<file path="config.mk">
export PLATFORM = sky130hd
export DESIGN_NAME = tlv_stream_header_walker
export DESIGN_NICKNAME = d
export VERILOG_FILES = /design/src/rtl/tsw_pkg.sv /design/src/rtl/tlv_stream_header_walker.sv /design/src/rtl/tsw_in_stage.sv /design/src/rtl/tsw_core.sv /design/src/rtl/tsw_out_stage.sv
export SDC_FILE = /design/constraint.sdc
export NUM_CORES = 1
export LEC_CHECK = 0
export BUFFER_PORTS_ARGS = -buffer_cell sky130_fd_sc_hd__buf_2
export CORE_UTILIZATION = 45
export CTS_BUF_LIST = sky130_fd_sc_hd__clkbuf_8
export DETAILED_ROUTE_END_ITERATION = 8
export GPL_TIMING_DRIVEN = 0
export PLACE_DENSITY_LB_ADDON = 0.25
export SLEW_MARGIN = 30
export SYNTH_ARGS = -nofsm -noshare
export SYNTH_HDL_FRONTEND = slang
export SYNTH_SLANG_ARGS = --single-unit
</file>
<file path="constraint.sdc">
create_clock -name clk_i -period 10.65 [get_ports clk_i]
set_clock_uncertainty 0.05 [all_clocks]
set_input_delay 0 -clock clk_i [delete_from_list [all_inputs] [get_ports clk_i]]
set_output_delay 0 -clock clk_i [all_outputs]
set_load 0.005 [all_outputs]
</file>
<file path="src/rtl/tsw_pkg.sv">
// ----------------------------------------------------------------------------
// tsw_pkg
// Shared types and constants of the TLV stream header walker.
// ----------------------------------------------------------------------------
package tsw_pkg;

  localparam int unsigned TSW_LENGTH_BITS = 32;

  localparam logic [7:0] PREFIX_WORD16  = 8'd253;
  localparam logic [7:0] PREFIX_WORD32  = 8'd254;
  localparam logic [7:0] PREFIX_INVALID = 8'd255;
  localparam logic [7:0] SHORT_LEN_MASK = 8'h3f;
  localparam int unsigned SHORT_TYPE_SHIFT = 6;

  typedef enum logic [2:0] {
    PH_HEAD   = 3'd0,
    PH_PREFIX = 3'd1,
    PH_BYTES  = 3'd2,
    PH_VALUE  = 3'd3
  } phase_e;

  typedef enum logic [1:0] {
    EV_HEADER = 2'd0,
    EV_VALUE  = 2'd1,
    EV_STATUS = 2'd2
  } event_e;

  typedef enum logic [1:0] {
    ST_OK        = 2'd0,
    ST_TRUNCATED = 2'd1,
    ST_PREFIX    = 2'd2
  } status_e;

  typedef struct packed {
    logic [7:0] data_byte;
    logic       last_byte;
  } in_item_t;

  typedef struct packed {
    event_e      event_res;
    logic [31:0] tlv_type;
    logic [31:0] value_length;
    logic        long_form;
    logic [7:0]  value_data;
    logic        value_end;
    logic        packet_done;
    status_e     status;
  } result_t;

endpackage

</file>
<file path="src/rtl/tlv_stream_header_walker.sv">
// ----------------------------------------------------------------------------
// tlv_stream_header_walker
// Walks a byte stream of type-length-value items and reports headers,
// value bytes and packet errors.
// ----------------------------------------------------------------------------
// Usage:
//   Input stream: one packet byte per transfer on s_axis_tdata_i[7:0],
//   s_axis_tlast_i on the packet's final byte.
//   Output stream: at most one result per input byte. m_axis_tuser_o is the
//   event (header, value byte, status only), m_axis_tlast_o closes the packet,
//   m_axis_tdata_o carries the decoded fields. Header prefix bytes and
//   discarded bytes after an unsupported prefix produce no transfer.
//   Path: a byte accepted into the input register is decoded once the result
//   register can take it, and its result is registered there.
//   Throughput: one byte per cycle while the output is not stalled, set by the
//   single decode step between the input register and the result register.
//   Stall: while the result register is full and m_axis_tready_i is low, the
//   input register holds and s_axis_tready_o drops once it is occupied.
//   Reset: both registers empty, the walker waits for a packet's first header.
// ----------------------------------------------------------------------------
module tlv_stream_header_walker import tsw_pkg::*; #(
  parameter int unsigned LENGTH_BITS = TSW_LENGTH_BITS
) (
  input  logic        clk_i,
  input  logic        rst_ni,
  input  logic        s_axis_tvalid_i,
  output logic        s_axis_tready_o,
  input  logic [7:0]  s_axis_tdata_i,   // [7:0] data_byte
  input  logic        s_axis_tlast_i,
  output logic        m_axis_tvalid_o,
  input  logic        m_axis_tready_i,
  output logic [79:0] m_axis_tdata_o,   // [31:0] tlv_type, [63:32] value_length,
                                        // [64] long_form, [72:65] value_data,
                                        // [73] value_end, [75:74] status, rest 0
  output logic [1:0]  m_axis_tuser_o,   // [1:0] event_res
  output logic        m_axis_tlast_o
);

  in_item_t s_item;
  in_item_t item;
  logic     in_valid;
  logic     out_ready;
  logic     advance;
  logic     res_valid;
  result_t  res;
  result_t  res_out;

  assign s_item.data_byte = s_axis_tdata_i;
  assign s_item.last_byte = s_axis_tlast_i;
  assign advance          = in_valid && out_ready;

  tsw_in_stage u_in (
    .clk_i     (clk_i),
    .rst_ni    (rst_ni),
    .s_valid_i (s_axis_tvalid_i),
    .s_ready_o (s_axis_tready_o),
    .s_item_i  (s_item),
    .advance_i (advance),
    .valid_o   (in_valid),
    .item_o    (item)
  );

  tsw_core #(
    .LENGTH_BITS (LENGTH_BITS)
  ) u_core (
    .clk_i       (clk_i),
    .rst_ni      (rst_ni),
    .step_i      (advance),
    .item_i      (item),
    .res_valid_o (res_valid),
    .res_o       (res)
  );

  tsw_out_stage u_out (
    .clk_i     (clk_i),
    .rst_ni    (rst_ni),
    .load_i    (advance && res_valid),
    .res_i     (res),
    .ready_o   (out_ready),
    .m_valid_o (m_axis_tvalid_o),
    .m_ready_i (m_axis_tready_i),
    .res_o     (res_out)
  );

  assign m_axis_tdata_o = {4'b0000, res_out.status, res_out.value_end, res_out.value_data,
                           res_out.long_form, res_out.value_length, res_out.tlv_type};
  assign m_axis_tuser_o = res_out.event_res;
  assign m_axis_tlast_o = res_out.packet_done;

endmodule

</file>
<file path="src/rtl/tsw_in_stage.sv">
// ----------------------------------------------------------------------------
// tsw_in_stage
// Input register: holds one byte of the packet until the walker takes it.
// ----------------------------------------------------------------------------
module tsw_in_stage import tsw_pkg::*; (
  input  logic     clk_i,
  input  logic     rst_ni,
  input  logic     s_valid_i,
  output logic     s_ready_o,
  input  in_item_t s_item_i,
  input  logic     advance_i,
  output logic     valid_o,
  output in_item_t item_o
);

  logic     valid_q;
  logic     valid_d;
  in_item_t item_q;

  assign s_ready_o = !valid_q || advance_i;
  assign valid_d   = s_ready_o ? s_valid_i : valid_q;

  always_ff @(posedge clk_i or negedge rst_ni) begin
    if (!rst_ni) begin
      valid_q <= 1'b0;
    end else begin
      valid_q <= valid_d;
    end
  end

  always_ff @(posedge clk_i) begin
    if (s_valid_i && s_ready_o) begin
      item_q <= s_item_i;
    end
  end

  assign valid_o = valid_q;
  assign item_o  = item_q;

endmodule

</file>
<file path="src/rtl/tsw_core.sv">
// ----------------------------------------------------------------------------
// tsw_core
// Header walk state and the per-byte decode step.
// ----------------------------------------------------------------------------
module tsw_core import tsw_pkg::*; #(
  parameter int unsigned LENGTH_BITS = TSW_LENGTH_BITS
) (
  input  logic     clk_i,
  input  logic     rst_ni,
  input  logic     step_i,
  input  in_item_t item_i,
  output logic     res_valid_o,
  output result_t  res_o
);

  localparam logic [31:0] LenMax = 32'hffff_ffff >> (32 - LENGTH_BITS);

  phase_e                 phase_q, phase_d;
  logic [2:0]             cnt_q, cnt_d;
  logic [31:0]            acc_q, acc_d;
  logic                   rd_len_q, rd_len_d;
  logic [31:0]            held_type_q, held_type_d;
  logic [LENGTH_BITS-1:0] remain_q, remain_d;
  logic                   discard_q, discard_d;
  logic [LENGTH_BITS-1:0] held_len_q, held_len_d;
  logic                   held_long_q, held_long_d;

  always_comb begin
    logic [7:0]             b;
    logic                   last;
    logic                   do_int;
    logic [31:0]            int_val;
    logic                   do_fin;
    logic [31:0]            fin_type;
    logic [LENGTH_BITS-1:0] fin_len;
    logic                   fin_long;
    logic                   do_stat;
    status_e                stat_code;
    logic                   clear;

    b         = item_i.data_byte;
    last      = item_i.last_byte;
    do_int    = 1'b0;
    int_val   = '0;
    do_fin    = 1'b0;
    fin_type  = '0;
    fin_len   = '0;
    fin_long  = 1'b0;
    do_stat   = 1'b0;
    stat_code = ST_OK;
    clear     = 1'b0;

    phase_d     = phase_q;
    cnt_d       = cnt_q;
    acc_d       = acc_q;
    rd_len_d    = rd_len_q;
    held_type_d = held_type_q;
    remain_d    = remain_q;
    discard_d   = discard_q;
    held_len_d  = held_len_q;
    held_long_d = held_long_q;
    res_valid_o = 1'b0;
    res_o       = '0;

    if (discard_q) begin
      clear = last;
    end else begin
      case (phase_q)
        PH_HEAD: begin
          if (b != 8'd0) begin
            do_fin   = 1'b1;
            fin_type = 32'(b >> SHORT_TYPE_SHIFT);
            fin_len  = LENGTH_BITS'(b & SHORT_LEN_MASK);
          end else begin
            rd_len_d = 1'b0;
            phase_d  = PH_PREFIX;
            if (last) begin
              do_stat   = 1'b1;
              stat_code = ST_TRUNCATED;
            end
          end
        end
        PH_PREFIX: begin
          if (b == PREFIX_INVALID) begin
            do_stat   = 1'b1;
            stat_code = ST_PREFIX;
          end else if (b < PREFIX_WORD16) begin
            do_int  = 1'b1;
            int_val = 32'(b);
          end else begin
            cnt_d   = (b == PREFIX_WORD16) ? 3'd2 : 3'd4;
            acc_d   = '0;
            phase_d = PH_BYTES;
            if (last) begin
              do_stat   = 1'b1;
              stat_code = ST_TRUNCATED;
            end
          end
        end
        PH_BYTES: begin
          acc_d = {acc_q[23:0], b};
          if (cnt_q != 3'd0) begin
            cnt_d = cnt_q - 3'd1;
          end
          if (cnt_d == 3'd0) begin
            do_int  = 1'b1;
            int_val = acc_d;
          end else if (last) begin
            do_stat   = 1'b1;
            stat_code = ST_TRUNCATED;
          end
        end
        PH_VALUE: begin
          if (remain_q != '0) begin
            remain_d = remain_q - LENGTH_BITS'(1);
          end
          res_valid_o        = 1'b1;
          res_o.event_res    = EV_VALUE;
          res_o.tlv_type     = held_type_q;
          res_o.value_length = 32'(held_len_q);
          res_o.long_form    = held_long_q;
          res_o.value_data   = b;
          res_o.value_end    = (remain_d == '0);
          res_o.packet_done  = last;
          if (remain_d == '0) begin
            phase_d = PH_HEAD;
          end else if (last) begin
            res_o.status = ST_TRUNCATED;
          end
          clear = last;
        end
        default: begin
          clear = 1'b1;
        end
      endcase
    end

    if (do_int) begin
      if (!rd_len_q) begin
        held_type_d = int_val;
        rd_len_d    = 1'b1;
        phase_d     = PH_PREFIX;
        if (last) begin
          do_stat   = 1'b1;
          stat_code = ST_TRUNCATED;
        end
      end else begin
        do_fin   = 1'b1;
        fin_type = held_type_q;
        fin_len  = (int_val > LenMax) ? LenMax[LENGTH_BITS-1:0] : int_val[LENGTH_BITS-1:0];
        fin_long = 1'b1;
      end
    end

    if (do_fin) begin
      held_type_d        = fin_type;
      held_len_d         = fin_len;
      held_long_d        = fin_long;
      res_valid_o        = 1'b1;
      res_o.event_res    = EV_HEADER;
      res_o.tlv_type     = fin_type;
      res_o.value_length = 32'(fin_len);
      res_o.long_form    = fin_long;
      res_o.packet_done  = last;
      if (fin_len != '0) begin
        remain_d = fin_len;
        phase_d  = PH_VALUE;
        if (last) begin
          res_o.status = ST_TRUNCATED;
        end
      end else begin
        phase_d = PH_HEAD;
      end
      rd_len_d = 1'b0;
      clear    = clear || last;
    end

    if (do_stat) begin
      res_valid_o       = 1'b1;
      res_o             = '0;
      res_o.event_res   = EV_STATUS;
      res_o.packet_done = last;
      res_o.status      = stat_code;
      if (!last && stat_code == ST_PREFIX) begin
        discard_d = 1'b1;
      end else begin
        clear = 1'b1;
      end
    end

    if (clear) begin
      phase_d     = PH_HEAD;
      cnt_d       = '0;
      acc_d       = '0;
      rd_len_d    = 1'b0;
      held_type_d = '0;
      remain_d    = '0;
      discard_d   = 1'b0;
      held_len_d  = '0;
      held_long_d = 1'b0;
    end
  end

  always_ff @(posedge clk_i or negedge rst_ni) begin
    if (!rst_ni) begin
      phase_q     <= PH_HEAD;
      cnt_q       <= '0;
      acc_q       <= '0;
      rd_len_q    <= 1'b0;
      held_type_q <= '0;
      remain_q    <= '0;
      discard_q   <= 1'b0;
      held_len_q  <= '0;
      held_long_q <= 1'b0;
    end else if (step_i) begin
      phase_q     <= phase_d;
      cnt_q       <= cnt_d;
      acc_q       <= acc_d;
      rd_len_q    <= rd_len_d;
      held_type_q <= held_type_d;
      remain_q    <= remain_d;
      discard_q   <= discard_d;
      held_len_q  <= held_len_d;
      held_long_q <= held_long_d;
    end
  end

endmodule

</file>
<file path="src/rtl/tsw_out_stage.sv">
// ----------------------------------------------------------------------------
// tsw_out_stage
// Result register toward the downstream stream interface.
// ----------------------------------------------------------------------------
module tsw_out_stage import tsw_pkg::*; (
  input  logic    clk_i,
  input  logic    rst_ni,
  input  logic    load_i,
  input  result_t res_i,
  output logic    ready_o,
  output logic    m_valid_o,
  input  logic    m_ready_i,
  output result_t res_o
);

  logic    valid_q;
  logic    valid_d;
  result_t res_q;

  assign ready_o = !valid_q || m_ready_i;
  assign valid_d = load_i || (valid_q && !m_ready_i);

  always_ff @(posedge clk_i or negedge rst_ni) begin
    if (!rst_ni) begin
      valid_q <= 1'b0;
    end else begin
      valid_q <= valid_d;
    end
  end

  always_ff @(posedge clk_i) begin
    if (load_i) begin
      res_q <= res_i;
    end
  end

  assign m_valid_o = valid_q;
  assign res_o     = res_q;

endmodule

</file>
[After elaboration in Yosys (flattened, before gate mapping)]
Index checks and enable logic that the tools add are counted.
Cells by class
  reduce and logical (&&, ||, !) cells: 32
  add/sub/neg operators: 2
  shift operators: 0
  mux-type cells: 116
  div/mod/pow operators: 0
  bitwise gates (word level): 1
  equal/unequal tests: 10
  magnitude comparators: 2
  $mul: 0
Operators with widths (number)
  2-to-1 mux 32 bit: 26
  2-to-1 mux 24 bit: 4
  2-to-1 mux 78 bit: 1
  2-to-1 mux 77 bit: 1
  2-to-1 mux 65 bit: 1
  one-hot mux 32 bit (2 select lines): 1
  nonzero test 32 bit: 2
  2-to-1 mux 3 bit: 19
  one-hot mux 24 bit (2 select lines): 1
  2-to-1 mux 1 bit: 41
  > comparator 32 bit, second input constant: 1
  logical NOT 32 bit: 1
  subtractor 32 x 1 -> 32 bit, second input constant: 1
  2-to-1 mux 2 bit: 13
  equality test 8 bit, second input constant: 2
  inequality test 3 bit, second input constant: 3
  one-hot mux 3 bit (3 select lines): 1
  nonzero test 3 bit: 3
  OR reduction 3 bit: 3
  less-than comparator 8 bit, second input constant: 1
  2-to-1 mux 8 bit: 1
  nonzero test 8 bit: 1
  equality test 3 x 2 -> 1 bit, second input constant: 2
  logical NOT 3 bit: 2
  other kinds (17): 31
Storage, ports and cells
  bits in writable memories: 0
  latch bits: 0
  input port bits: 13
  flip-flop bits (word level): 219
  logic and storage cells: 185
  memory bits (read-only): 0
  memories kept: 0

[Longest topological paths before layout]
  word-level depth: 17
  mapped depth: 15
  mapped depth without buffers: 12

[By module]
From an unflattened synthesis, not the netlist that was laid out.
Unflattened totals
  cells, all modules: 884
  area total of the unflattened synthesis: 10000.8 µm²
Modules (own cells, without submodules)
  tsw_core: area each 7210.7 µm², times used 1, cells each 782
  tsw_out_stage: area each 2419.8 µm², times used 1, cells each 82
  tsw_in_stage: area each 324.1 µm², times used 1, cells each 13
  tlv_stream_header_walker: area each 46.3 µm², times used 1, cells each 7

[Worst setup path after synthesis]
OpenSTA, ideal clock, no wires.
  path type: register to register
  start: register u_core.cnt_q[0]
  end: register u_out.res_q, in the netlist u_out.res_o[0] (enable)
  slack: 4.391 ns
  clock period less this slack: 6.259 ns
  arrival: 5.692 ns
  cell stages (with the launch flop): 12
  setup time: 0.517 ns
  path buffers: 0
  cells stage by stage: dfrtp_1 > inv_1 > ha_1 > inv_1 > ha_1 > or4b_4 > a21o_1 > a211oi_1 > a21oi_1 > o21ai_0 > nor3_1 > nor2_1
Between the ends
  word-level cells in the longest chain between the ends: 13
Ends and longest elaborated chain
  from (decl): RTL line tsw_core.sv:19  | logic [2:0] cnt_q, cnt_d;
  from (signal assigned): RTL line tsw_core.sv:217  | cnt_q <= cnt_d;
  subtractor 3 x 1 -> 3 bit or nonzero test 3 bit (tied branches): RTL line tsw_core.sv:103, tsw_core.sv:102
  2-to-1 mux 3 bit (*): RTL line tsw_core.sv:102  | if (cnt_q != 3'd0) begin
  2-to-1 mux 3 bit (*): RTL line tsw_core.sv:68  | case (phase_q)
  2-to-1 mux 3 bit (*): RTL line tsw_core.sv:65  | if (discard_q) begin
  logical NOT 3 bit (*): RTL line tsw_core.sv:105  | if (cnt_d == 3'd0) begin
  2-to-1 mux 1 bit: RTL line tsw_core.sv:105
  one-hot mux 1 bit (3 select lines): RTL line tsw_core.sv:68
  2-to-1 mux 1 bit: RTL line tsw_core.sv:65
  2-to-1 mux 1 bit: RTL line tsw_core.sv:143  | if (last) begin
  2-to-1 mux 1 bit: RTL line tsw_core.sv:139  | if (!rd_len_q) begin
  2-to-1 mux 1 bit: RTL line tsw_core.sv:138  | if (do_int) begin
  2-to-1 mux 1 bit (*): RTL line tsw_core.sv:178  | if (do_stat) begin
  logical AND 1 bit (*): RTL line tlv_stream_header_walker.sv:77  | .load_i (advance && res_valid),
  via u_out.load_i: RTL line tsw_out_stage.sv:8  | input logic load_i,
  to (signal assigned): RTL line tsw_out_stage.sv:33  | res_q <= res_i;
  to (decl): RTL line tsw_out_stage.sv:18  | result_t res_q;
Mark *: on every way through the listed nets, which the timed path passes. The rest lies on a longest branch. The select of a mux whose other input is x is not followed.
A chain may end at the register's enable or synchronous reset.

[Worst setup path after layout]
  start: register u_core.cnt_q[0]
  end: register u_out.res_q, in the netlist u_out.res_o[35] (enable)
Same word-level chain as after synthesis.

==> flow_metrics.env <==
export IMPL_post_cts_buffers=0
export IMPL_fillCellCount=2053
export IMPL_cts_buffers=38
export IMPL_ys_top_cells_by_count="nand2_1 (170), dfrtp_1 (131), o21ai_0 (92)"
export IMPL_crit_path_end_kind="register"
export IMPL_cp_arrival_ps=4700
export IMPL_grtUsageTotal_pct=26.6
export IMPL_final_nets=1182
export IMPL_max_slew_margin_rel_pct=38.8
export IMPL_yosys_warnings=0
export IMPL_synthCells=1009
export IMPL_drive_gt1_share_pct=15.8
export IMPL_synth_top_area_cell="dfrtp_1"
export IMPL_firstDrtPassIters=5
export IMPL_cp_required_ps=10830
export IMPL_cts_root_buf="clkbuf_8"
export IMPL_gp_congestion=0.929
export IMPL_hold_class="in2reg"
export IMPL_routed_via_density=5.92
export IMPL_yosysSeqAreaShare_pct=57.4
export IMPL_die_h_um=153
export IMPL_die_area_um2=23500
export IMPL_drv_cap=0
export IMPL_route_detailed_drc=0
export IMPL_path_clk_slew_ps=60
export IMPL_clock_sinks=219
export IMPL_rsz0062_at_grt="false"
export IMPL_grt_pass1_wl_mm=47.9
export IMPL_p_leak_nw=5.22
export IMPL_route_antenna_remaining_nets=0
export IMPL_synth_edf_count=88
export IMPL_rows=55
export IMPL_ir_drop_mv=0.105
export IMPL_cts_resized=0
export IMPL_worstPathMaxFanout=26
export IMPL_setup_violations=0
export IMPL_status="finished clean"
export IMPL_worst_slew_pin_slew_ps=911
export IMPL_dp_slack_ps=6290
export IMPL_antenna_found_initial=0
export IMPL_fin_ws_ps=6130
export IMPL_grt_max_degree=80
export IMPL_synth_seq_cells=219
export IMPL_place_port_buffers=93
export IMPL_start_util_pct=45.7
export IMPL_yosysMostFrequentCell="nand2_1"
export IMPL_synth_top_cells_by_area="dfrtp_1 (32%), edfxtp_1 (26%), nand2_1 (6.2%), o21ai_0 (4.5%), a22o_1 (2.9%)"
export IMPL_io_pins=98
export IMPL_initialDrtViolationCount=842
export IMPL_final_hold_viol_count=0
export IMPL_ys_types=67
export IMPL_grt_pass1_vias=8329
export IMPL_dp_cells=1394
export IMPL_fin_util_pct=54.3
export IMPL_setup_tns_ps=0
export IMPL_htree_num_levels=2
export IMPL_coreArea_um2=22600
export IMPL_avgSynthCellArea_um2=10.2
export IMPL_synth_flop_cell="dfrtp_1"
export IMPL_wl_per_cell_um=20.9
export IMPL_diodes=0
export IMPL_period_share_pct=42.5
export IMPL_area_delta_synth_final_pct=18.7
export IMPL_syn_cell_area_um2=10300
export IMPL_stdcell_count=1478
export IMPL_hpwl_mm=21.6
export IMPL_overflow=0
export IMPL_vias=8752
export IMPL_crit_type="reg2reg"
export IMPL_async_flop_share_pct=59.8
export IMPL_period_needed_ps=4520
export IMPL_yosysTopAreaCellShare_pct=31.8
export IMPL_die_x_um=153
export IMPL_cts_tree="done"
export IMPL_wl_mm=30.8
export IMPL_fmax_mhz=221
export IMPL_clock_path_buffers=3
export IMPL_p_per_area_nw_per_um2=267
export IMPL_report_final_slew_viol_count=0
export IMPL_worstSkewPairLatency_ps=530
export IMPL_start_kind="register"
==> worst max-delay path, cell delays in order, from the launching register on <==
cell and delay [ps]:
dfrtp_1 440, inv_1 80, ha_1 160, inv_1 40, ha_1 230, or4b_4 570, a21o_1 270, a211oi_1 550
a21oi_1 90, o21ai_0 420, nor3_1 200, nor2_4 450, buf_16 230, buf_16 190, buf_16 190
==> logic make-up (layout without fill, tap and decap cells) <==
kind of cell | after synthesis | after routing | synth area share (%)
simple gates | 410 | 410 | 19.6
compound gates | 277 | 277 | 18.1
flops | 219 | 219 | 57.4
buf+inv | 92 | 273 | 3.75
fa+ha+maj | 5 | 5 | 0.607
xor+xnor | 4 | 4 | 0.340
other cells | 1 | 4 | 0.0364
mux | 1 | 1 | 0.0971
==> routing by layer <==
metal  up-vias  wire (um)  track usage [%]
met4         0       1090             11.0
li1       4010          -                -
met3        79       2350             5.61
met2       392      14000             41.0
met5         -          0                0
met1      4271      13400             36.5
==> report_power, final <==
part / total, W / leakage [nW] / switching, W / internal (W)
Clock: 0.000800 / 0.446 / 0.000350 / 0.000450
Sequential: 0.00125 / 2.64 / 0.000124 / 0.00113
Combinational: 0.00121 / 2.13 / 0.000797 / 0.000418
==> state kept, by name (all words and copies together), names as in the netlist, 3 cells and up <==
name                flops
u_core.acc_q           24
u_core.cnt_q            3
u_core.held_len_q      32
u_core.held_type_q     32
u_core.phase_q          3
u_core.remain_q        32
u_in.item_o             9
u_out.res_o            79
==> metrics by stage <==
step	power [W]	area [um^2]	hold WS, ps
2_1_floorplan	0.00198	10300	-346
3_3_place_gp	0.00241	11100	128
3_5_place_dp	0.00245	11300	-77.6
4_1_cts	0.00326	12200	112
5_1_grt	0.00345	12200	128
6_report	0.00327	12200	132
==> cell usage in the layout (no fill, tap or decap), types with 7 or more instances in the layout <==
master,n
nand2_1,170
dfrtp_1,131
buf_2,101
o21ai_0,92
edfxtp_1,88
nor2_1,57
clkbuf_1,52
clkbuf_8,44
and2_1,42
a21oi_1,40
a22o_1,34
inv_1,31
nor3_1,29
nand3_1,26
a32o_1,16
dlygate4sd3_1,14
nor4_1,12
a21o_1,12
or3_1,10
a32oi_1,10
nand4_1,9
a211oi_1,9
nand2b_1,8
o22a_1,7
a22oi_1,7
==> final timing paths <==
kind	start	endpoint	slack [ps]	cells after the start
min reg2reg	u_core.held_len_q[17]$_DFFE_PN0P_	u_core.held_len_q[17]$_DFFE_PN0P_	420	2
max in group asynchronous	rst_ni	u_core.held_type_q[5]$_DFFE_PN0P_	9650	4
min in group asynchronous	rst_ni	u_core.remain_q[27]$_DFFE_PN0P_	500	4
min	s_axis_tlast_i	u_in.item_o[0]$_DFFE_PP_	130	2
max	u_core.cnt_q[0]$_DFFE_PN0P_	u_out.res_o[35]$_SDFFCE_PP0P_	6130	14
max reg2reg	u_core.cnt_q[0]$_DFFE_PN0P_	u_out.res_o[35]$_SDFFCE_PP0P_	6130	14
==> cell type report <==
type | count | area [um^2] | share of cell area (%)
timing repair buffer | 112 | 753 | 6.15
tap | 285 | 357 | 2.91
clock inverter | 25 | 181 | 1.48
buffer | 73 | 315 | 2.57
inverter | 19 | 71.3 | 0.582
clock buffer | 44 | 606 | 4.94
multi-input combinational | 701 | 4040 | 33.0
sequential | 219 | 5920 | 48.3
==> timing repair <==
| item | CTS | global route |
|---|---|---|
| endpoints found under the setup margin | 0 | 0 |
| hold buffers | 15 | 0 |
| endpoints found under the hold margin | 142 | 0 |
Note: power is estimated with default switching activity, not from simulation.
